### src/hw/rtl/lmr_pkg.sv
// ----------------------------------------------------------------------------
// lmr_pkg
// Shared constants, types and codes of the lagged Muskingum router.
// ----------------------------------------------------------------------------
package lmr_pkg;

  localparam int NUM_CHANNELS = 8;
  localparam int MAX_DELAY    = 64;

  localparam int CH_W   = 3;
  localparam int FLOW_W = 32;
  localparam int ST_W   = 48;
  localparam int COEF_W = 16;
  localparam int GAIN_W = 24;
  localparam int LEN_W  = 7;
  localparam int TS_W   = 38;

  localparam int PTR_W  = (MAX_DELAY > 1) ? $clog2(MAX_DELAY) : 1;
  localparam int DEPTH  = NUM_CHANNELS * MAX_DELAY;
  localparam int ADDR_W = CH_W + PTR_W;

  localparam int IN_TDATA_W  = ((CH_W + FLOW_W + 7) / 8) * 8;
  localparam int OUT_TDATA_W = ((CH_W + FLOW_W + ST_W + 7) / 8) * 8;
  localparam int CFG_W       = GAIN_W;
  localparam int CFG_IDX_W   = 3;

  typedef enum logic [CFG_IDX_W-1:0] {
    REG_COEF_IN_NOW   = 3'd0,
    REG_COEF_IN_LAST  = 3'd1,
    REG_COEF_OUT_LAST = 3'd2,
    REG_STORAGE_GAIN  = 3'd3,
    REG_DELAY_LENGTH  = 3'd4
  } lmr_reg_e;

  typedef enum logic [3:0] {
    ST_CLEAR,
    ST_IDLE,
    ST_READ,
    ST_MC0,
    ST_MC1,
    ST_MC2,
    ST_SUM1,
    ST_OUTF,
    ST_MO2,
    ST_SUM2,
    ST_INNER,
    ST_GLO,
    ST_GHI,
    ST_SUM3,
    ST_FIN
  } lmr_state_e;

  typedef struct packed {
    logic [COEF_W-1:0] coef_in_now;
    logic [COEF_W-1:0] coef_in_last;
    logic [COEF_W-1:0] coef_out_last;
    logic [GAIN_W-1:0] storage_gain;
    logic [LEN_W-1:0]  delay_length;
  } lmr_cfg_t;

  typedef struct packed {
    logic [CH_W-1:0]          channel;
    logic signed [FLOW_W-1:0] flow_in;
  } lmr_item_t;

  typedef struct packed {
    logic      valid;
    lmr_item_t item;
  } lmr_head_t;

  typedef struct packed {
    logic pop;
    logic busy;
  } lmr_ctrl_t;

endpackage

### src/hw/rtl/lmr_front.sv
// ----------------------------------------------------------------------------
// lmr_front
// Accepts items, drops those of a channel that does not exist, and queues
// the rest for the compute back end.
// ----------------------------------------------------------------------------
module lmr_front (
  input  logic                           clk_i,
  input  logic                           rst_ni,
  input  logic                           s_axis_tvalid,
  output logic                           s_axis_tready,
  // tdata: channel [2:0], flow_in [34:3], zero pad
  input  logic [lmr_pkg::IN_TDATA_W-1:0] s_axis_tdata,
  output lmr_pkg::lmr_head_t             head_o,
  input  lmr_pkg::lmr_ctrl_t             ctrl_i
);
  import lmr_pkg::*;

  localparam int QD    = 2;
  localparam int QP_W  = $clog2(QD);
  localparam int CNT_W = $clog2(QD + 1);

  lmr_item_t        q_mem_q [QD];
  logic [QP_W-1:0]  wr_ptr_q, rd_ptr_q;
  logic [CNT_W-1:0] cnt_q;
  lmr_item_t        in_item;
  logic             accept, keep, push, pop;

  assign in_item.channel = s_axis_tdata[CH_W-1:0];
  assign in_item.flow_in = s_axis_tdata[CH_W+FLOW_W-1:CH_W];

  assign keep          = ({1'b0, in_item.channel} < (CH_W + 1)'(NUM_CHANNELS));
  assign s_axis_tready = (cnt_q != CNT_W'(QD)) && !ctrl_i.busy;
  assign accept        = s_axis_tvalid && s_axis_tready;
  assign push          = accept && keep;
  assign pop           = ctrl_i.pop;

  assign head_o.valid = (cnt_q != '0);
  assign head_o.item  = q_mem_q[rd_ptr_q];

  always_ff @(posedge clk_i) begin
    if (push) begin
      q_mem_q[wr_ptr_q] <= in_item;
    end
  end

  always_ff @(posedge clk_i or negedge rst_ni) begin
    if (!rst_ni) begin
      wr_ptr_q <= '0;
      rd_ptr_q <= '0;
      cnt_q    <= '0;
    end else begin
      if (push) wr_ptr_q <= wr_ptr_q + QP_W'(1);
      if (pop)  rd_ptr_q <= rd_ptr_q + QP_W'(1);
      if (push && !pop)      cnt_q <= cnt_q + CNT_W'(1);
      else if (pop && !push) cnt_q <= cnt_q - CNT_W'(1);
    end
  end

endmodule

### config.mk
export PLATFORM = sky130hd
export DESIGN_NAME = lmr_front
export DESIGN_NICKNAME = d
export VERILOG_FILES = /design/src/hw/rtl/lmr_pkg.sv /design/src/hw/rtl/lmr_front.sv
export SDC_FILE = /design/constraint.sdc
export NUM_CORES = 1
export LEC_CHECK = 0
export BUFFER_PORTS_ARGS = -buffer_cell sky130_fd_sc_hd__buf_4
export CAP_MARGIN = 20
export CORE_MARGIN = 3
export CORE_UTILIZATION = 24
export DETAILED_ROUTE_END_ITERATION = 6
export PLACE_DENSITY = 0.46
export SLEW_MARGIN = 15
export SYNTH_ARGS = -nofsm -noshare
export SYNTH_HDL_FRONTEND = slang
export SYNTH_SLANG_ARGS = --single-unit
### constraint.sdc
create_clock -name clk_i -period 3.5 [get_ports clk_i]
set_input_delay 0.175 -clock clk_i [delete_from_list [all_inputs] [get_ports clk_i]]
set_output_delay 0.175 -clock clk_i [all_outputs]
set_load 0.01 [all_outputs]
Word-level counts from Yosys, hierarchy flattened
Memory sizes are Yosys's and may differ from the RTL's.
Index checks and enable logic that the tools add are counted.
{ "word_totals": {"register_bits": 4, "latchBits": 0, "ramBits": 70, "romBits": 0, "input_bits": 45, "output_inout_bits": 37, "wordCells": 22, "mem_count": 1} }
{ "classes": {"addsub": 4, "multipliers": 0, "div": 0, "order_cmp": 0, "n_eq_ne": 1, "shifts": 0, "mux": 4, "bitwise": 0, "n_reduce_logical": 9} }
{ "mem_list": {"columns": ["memory", "depth", "word_bits", "rd", "rd_clocked_by_memory_dff", "write_ports", "line", "text"], "rows": [
  ["q_mem_q", 2, 35, 1, 0, 1, "lmr_front.sv:22", "lmr_item_t q_mem_q [QD];"]
]} }
{ "op_table": {"columns": ["cell", "count"], "rows": [
  ["logical AND 1 bit", 4],
  ["two-way mux 2 bit", 2],
  ["nonzero test 2 bit", 2],
  ["zero test 1 bit", 3],
  ["adder 1 bit (second input constant)", 2],
  ["adder 2 x 1 -> 2 bit (second input constant)", 1],
  ["two-way mux 1 bit", 2],
  ["inequality test 2 bit (second input constant)", 1],
  ["subtractor 2 x 1 -> 2 bit (second input constant)", 1]
]} }

Logic depth before layout (Yosys ltp)
Gate-level depths: netlist (run 1).
{ "logic_depth": {"word_depth": 7, "ltp_mapped": 6, "mapped_depth_nobuf": 6} }

Worst setup path after synthesis (run 1)
No wires, ideal clock.
{ "synth_timing": {"path_kind": "register to register", "from": "reg cnt_q[1]", "to": "mem q_mem_q[0][0] (netlist name) (enable)", "setup_time_ns": 0.431, "arrival_ns": 2.384, "t_required_ns": 3.069, "path_slack_ns": 0.684, "path_stages_with_launch": 4, "path_buffers": 0, "period_less_slack_ns": 2.816, "path_cell_list": "dfrtp_1 -> nor2b_2 -> nor3b_4 -> nor2b_1"} }
{ "synth_via": {"elab_chain_cells": 5} }
{ "synth_rtl": {"columns": ["item", "line", "text"], "rows": [
  ["from (decl)", "lmr_front.sv:24", "logic [CNT_W-1:0] cnt_q;"],
  ["from (signal assigned)", "lmr_front.sv:54", "if (push && !pop) cnt_q <= cnt_q + CNT_W'(1);"],
  ["from (signal assigned)", "lmr_front.sv:55", "else if (pop && !push) cnt_q <= cnt_q - CNT_W'(1);"],
  ["inequality test 2 bit", "lmr_front.sv:32", "assign s_axis_tready = (cnt_q != CNT_W'(QD)) && !ctrl_i.busy;"],
  ["logical AND 1 bit", "lmr_front.sv:32", null],
  ["logical AND 1 bit", "lmr_front.sv:33", "assign accept = s_axis_tvalid && s_axis_tready;"],
  ["two-way mux 1 bit", "lmr_front.sv:41", "if (push) begin"],
  ["two-way mux 1 bit (implied by the code)", "lmr_front.sv:42", "q_mem_q[wr_ptr_q] <= in_item;"],
  ["to (decl)", "lmr_front.sv:22", null]
]} }
Every way passes these cells.

==> results of run 1 <==
## what timing repair did
action	4_1_cts	5_1_grt
resized for setup	0	0
hold buffers	1	0
endpoints found under the hold margin	4	0
## worst paths after layout
path | slack, ns | to | start
min in group asynchronous | 0.18 | rd_ptr_q$_DFFE_PN0P_ | rst_ni
max in group asynchronous | 3.20 | rd_ptr_q$_DFFE_PN0P_ | rst_ni
worst min-delay path | 0.03 | rd_ptr_q$_DFFE_PN0P_ | ctrl_i[1]
worst min register to register | 0.48 | cnt_q[1]$_DFFE_PN0P_ | cnt_q[1]$_DFFE_PN0P_
worst max register to register | 1.48 | q_mem_q[1][2]$_DFFE_PP_ | cnt_q[1]$_DFFE_PN0P_
worst max-delay path | 1.47 | head_o[21] | rd_ptr_q$_DFFE_PN0P_
## area by class of cell
type	instances	area share (%)
sequential	74	57.2
timing repair buffer	78	15.3
multi-input combinational	48	13.3
clock buffer	11	6.30
tap	140	4.55
clock inverter	5	3.25
inverter	1	0.0975
## synth_stat cells
master	n
and2_1	1
buf_4	1
buf_6	3
dfrtp_1	4
edfxtp_1	70
ha_1	1
inv_1	1
mux2_1	29
mux2_2	6
nor2_1	2
nor2b_1	1
nor2b_2	1
nor3b_4	1
or2_2	1
xnor2_1	1
xor2_1	4
## worst register-to-register path, stage by stage, from the launching register on
cell and delay [ns]:
dfrtp_1 0.39, nor2b_2 0.18, nor3b_4 0.25, and2_2 0.81
## cells in the final DEF, fill, tap and decap left out
cell type / instances
clkbuf_1: 1
xor2_1: 4
mux2_2: 6
nor2b_4: 1
dlygate4sd3_1: 1
clkbuf_16: 9
nor3b_4: 1
nor2_1: 2
ha_1: 1
buf_4: 77
edfxtp_1: 70
clkbuf_8: 1
and2_2: 1
bufinv_16: 4
clkinv_2: 1
or2_2: 1
dfrtp_1: 3
inv_1: 1
xnor2_1: 1
mux2_1: 29
nor2b_2: 1
dfrtp_2: 1
## layer usage
metal	track usage, %	vias up	wire length (um)
met3	5.51	7	584
met4	3.85	0	72
met2	12.8	57	2350
met1	9.30	681	2060
met5	0	-	0
li1	-	662	-
## metrics by stage
step | std cells | setup WS (ns) | total power, W | utilization [%] | hold WS (ns)
5_1_grt | 357 | 1.33 | 0.00317 | 34.9 | 0.0112
6_report | 357 | 1.47 | 0.00300 | 34.9 | 0.0350
3_5_place_dp | 340 | 1.41 | 0.00194 | 31.5 | -0.0179
2_1_floorplan | 127 | 0.684 | 0.00160 | - | -0.121
3_3_place_gp | 340 | 1.40 | 0.00194 | 31.5 | -0.0198
4_1_cts | 357 | 1.39 | 0.00307 | 34.9 | 0.0149
## power by group through the flow
stage	Clock, W	Combinational [W]	Sequential (W)
detailed placement	0	0.000673	0.00126
finish	0.00111	0.000655	0.00124
floorplan	0	0.000443	0.00116
global route	0.00119	0.000718	0.00126
CTS	0.00115	0.000678	0.00125
global placement	0	0.000676	0.00126
## state kept, by name, summed over array words and instances (netlist names)
signal and cells:
cnt_q 2, rd_ptr_q 1, q_mem_q 70, wr_ptr_q 1
## cells by family after synthesis
kind of cell,Yosys count,share of synthesized area (%)
xor+xnor,5,1.59
fa+ha+maj,1,0.455
buf+inv,5,1.64
flops,74,80.0
mux,35,14.3
simple gates,7,1.96
==> flow_summary_export.csv, run 1 <==
group,metric,value,unit
layout,fin_area,3850,um2
die,fp-row-count,38,
critical_path,cp_num_buf_inv,1,
critical_path,cp_slowest_cell,"dfrtp_2",
grt,grt_usage,8.46,%
clock_network,numCtsBuffers,9,
die,die_w,113,um
timing,relSlewSlack,38.3,%
yosys,yosys-top-cells-area,"edfxtp_1 (76%), mux2_1 (12%), dfrtp_1 (3.6%), mux2_2 (2.5%), xor2_1 (1.3%)",
timing,period_needed,2.03,ns
yosys,yosys.area.top_type,"edfxtp_1",
layout,area_delta_synth_final,40.0,%
critical_path,crit_type,"flip-flop to primary output",
grt,grt_antenna_before_repair,0,
place,place_area,3470,um2
routing,drt_iter0_markers,27,
critical_path,cpPeakStageDelay,0.96,ns
power,clock_power_share,36.9,%
routing,remaining_drc_errors,0,
timing,finalCritPeriodShare,57.9,%
timing,tightest_slew,0.926,ns
power,powerDensity,779,nW/um2
clock_network,cts-root-buf,"clkbuf_16",
power,ir_worst_vdd,0.358,mV
grt,grt_max_degree,37,
timing,setup_tns,0,ns
yosys,syn-mean-instance-area,21.7,um2
clock_network,clock_path_buffers,2,
routing,drt_wl_total,5070,um
power,power_frac_seq,41.2,%
grt,grt_pass1_vias,1557,
layout,multiInputGateArea,513,um2
timing,rsz0062_at_grt,"no",
die,initial_utilization,24.9,%
yosys,synth_fp_nets,173,
die,pin_count,82,
yosys,seq_area_frac_synth,80.0,%
routing,viasPerCell,3.94,
routing,final_antenna_net_count,0,
critical_path,worstRegToRegCells,3,
place,dp_hpwl,3280,um
power,swShare,24.3,%
die,core,11000,um2
critical_path,cp_data_arrival_time,1.85,ns
place,portBuffers,76,
critical_path,worstPathCellList,"mux2_2 -> buf_4",
timing,hold_viol,0,
grt,overflow,0,
critical_path,cp-start-kind,"flip-flop",
worst_hold_path,hold_depth,2,
layout,drive_gt1_share,47.9,%
yosys,synth_cell_types,16,
critical_path,endpoint_kind,"primary output",
clock_network,htree_levels,3,
layout,n_antenna_cell,0,
critical_path,cp_max_fo,36,
die,die_area,12800,um2
clock_network,worst_skew_pair.late_latency,0.32,ns
timing,setup_violations,0,
power,combinationalPowerShare,21.8,%
grt,grt_pass1_wl,7890,um
timing,fin_skew,0.00386,ns
layout,final-seq-area,2200,um2
worst_hold_path,min_path_type,"input port to flip-flop",
die,die_h,113,um
run_status,status,"finished, final reports clean",
timing,maxSlewViolCount,0,
timing,fmax,493,MHz
critical_path,path_delay_family,"flip-flops",
clock_network,clock-sinks,74,
yosys,synth_seq_cells,74,
place,place.gp.congestion,0.623,
routing,first_pass_iters,4,
clock_network,post_cts_buffers,0,
power,leakagePower,1.44,nW
yosys,yosysTopAreaCellShare,76.4,%
power,p_int,0.00227,W
layout,layout.nets,258,
routing,via_count,1407,
clock_network,cts_tree,"done",
critical_path,cp.required,3.32,ns
yosys,synthCells,127,
power,power.net_switching,0.000729,W
routing,wl_per_cell,14.2,um
run,cap_violations,0,
layout,final.fill_count,1081,
yosys,yosys_warnings,0,
critical_path,cp_num_cells,2,
yosys,synth_area,2750,um2
clock_network,clk_pin_slew,0.05,ns
Note: power is estimated with default switching activity, not from simulation.
==> inputs of run 2 (changes only) <==
PLACE_DENSITY = 0.48   (was 0.46)
clock period = 1.8 ns   (was 3.5 ns; I/O delays follow)
==> run 2 against run 1 <==
  * First-iteration DRC count fell by 30%
  * Critical path depth rose by 2
  * Largest cell class unchanged
  * Clock power rose by 98%
  * Design area rose by 11%
==> flow_summary_export.csv, run 2 (synthesized netlist as in run 1, its figures left out) <==
group,metric,value,unit
routing,drt_iter0_markers,19,
power,ir_worst_vdd,0.829,mV
grt,grt_antenna_before_repair,0,
run_status,status,"finished, final reports clean",
power,leakagePower,1.62,nW
critical_path,endpoint_kind,"flip-flop",
timing,finalCritPeriodShare,88.7,%
critical_path,cp-start-kind,"flip-flop",
grt,grt_usage,8.77,%
clock_network,clock_path_buffers,2,
timing,maxSlewViolCount,0,
power,power,0.00603,W
die,die_w,113,um
clock_network,worst_skew_pair.late_latency,0.33,ns
run,cap_violations,0,
layout,fin_area,4280,um2
layout,drive_gt1_share,42.2,%
power,powerDensity,1410,nW/um2
timing,hold_viol,0,
place,place_ws,0.202,ns
clock_network,cts-root-buf,"clkbuf_16",
die,pin_count,82,
clock_network,clock-sinks,74,
place,place_area,3530,um2
layout,final_common_cell,"buf_4",
timing,relSlewSlack,84.9,%
layout,reg.largest.list,"q_mem_q (70), cnt_q (2)",
routing,final_antenna_net_count,0,
timing,fmax,626,MHz
place,portBuffers,76,
layout,final.fill_count,1040,
die,initial_utilization,24.9,%
timing,finalWorstSetupSlack,0.204,ns
clock_network,cts_hold_buf,37,
die,fp-row-count,38,
clock_network,cts_tree,"done",
critical_path,cp_data_arrival_time,1.61,ns
timing,rsz0062_at_grt,"no",
place,place.gp.congestion,0.726,
timing,setup_tns,0,ns
layout,final-seq-area,2200,um2
grt,grt_max_degree,37,
routing,viasPerCell,3.94,
place,dp_hpwl,3360,um
timing,fin_skew,0.00425,ns
layout,finish.utilization,38.8,%
timing,period_needed,1.60,ns
layout,multiInputGateArea,513,um2
timing,setup_violations,0,
grt,overflow,0,
clock_network,post_cts_buffers,0,
layout,area_delta_synth_final,55.5,%
die,die_area,12800,um2
die,die_h,113,um
routing,first_pass_iters,4,
grt,grt_pass1_wl,8580,um
timing,tightest_slew,0.226,ns
clock_network,numCtsBuffers,9,
layout,largest_register,"q_mem_q",
routing,via_count,1561,
routing,remaining_drc_errors,0,
layout,layout_common_cells,"buf_4 (77), edfxtp_1 (70), dlygate4sd3_1 (37)",
critical_path,cp_max_fo,14,
layout,n_antenna_cell,0,
clock_network,htree_levels,3,
critical_path,crit_type,"flip-flop to flip-flop",
worst_hold_path,min_path_type,"input port to flip-flop",
die,core,11000,um2
routing,drt_wl_total,5200,um
grt,grt_pass1_vias,1776,
clock_network,clk_pin_slew,0.06,ns
layout,layout.nets,297,
critical_path,cp.required,1.82,ns
layout,largest_register_ffs,70,
routing,wl_per_cell,13.1,um
clock_network,cts_resized,0,
-- run 2: area by class of cell --
class / count / share of cell area, %
sequential: 74 / 51.5
tap: 140 / 4.09
timing repair buffer: 117 / 23.6
multi-input combinational: 48 / 12.0
clock buffer: 9 / 5.26
clock inverter: 7 / 3.48
inverter: 1 / 0.0877
-- run 2: path summary, 6_finish.rpt --
kind / start / to / slack [ns] / cells after the start
worst max-delay path: cnt_q[1]$_DFFE_PN0P_ / q_mem_q[1][29]$_DFFE_PP_ / 0.20 / 4
worst min-delay path: ctrl_i[0] / wr_ptr_q$_DFFE_PN0N_ / 0.08 / 3
worst max register to register: cnt_q[1]$_DFFE_PN0P_ / q_mem_q[1][29]$_DFFE_PP_ / 0.20 / 4
worst min register to register: cnt_q[1]$_DFFE_PN0P_ / cnt_q[1]$_DFFE_PN0P_ / 0.49 / 1
max in group asynchronous: rst_ni / rd_ptr_q$_DFFE_PN0P_ / 1.60 / 2
min in group asynchronous: rst_ni / cnt_q[0]$_DFFE_PN0P_ / 0.09 / 2
-- run 2: per-layer routing --
metal,part of all wire (%),track usage (%),vias to the layer above
met5,0,0,-
met4,1.6,3.85,0
li1,-,-,741
met1,43,10.3,758
met2,49,14.5,54
met3,6.1,3.10,8
-- run 2: stage by stage --
step | hold WS, ns | cells
2_1_floorplan | -0.206 | 127
3_3_place_gp | -0.106 | 343
3_5_place_dp | -0.109 | 343
4_1_cts | 0.0742 | 396
5_1_grt | 0.0943 | 396
6_report | 0.0783 | 396
-- run 2: where the power goes --
part           switching [W]  internal, W
Clock               0.000689      0.00151
Sequential         0.0000799      0.00216
Combinational       0.000744     0.000850
Total                0.00151      0.00452
-- run 2: critical path: stages, from the launching register on --
cell     delay (ns)
dfrtp_1        0.40
nor2b_2        0.18
nor3b_4        0.24
and2_2         0.22
buf_4          0.23
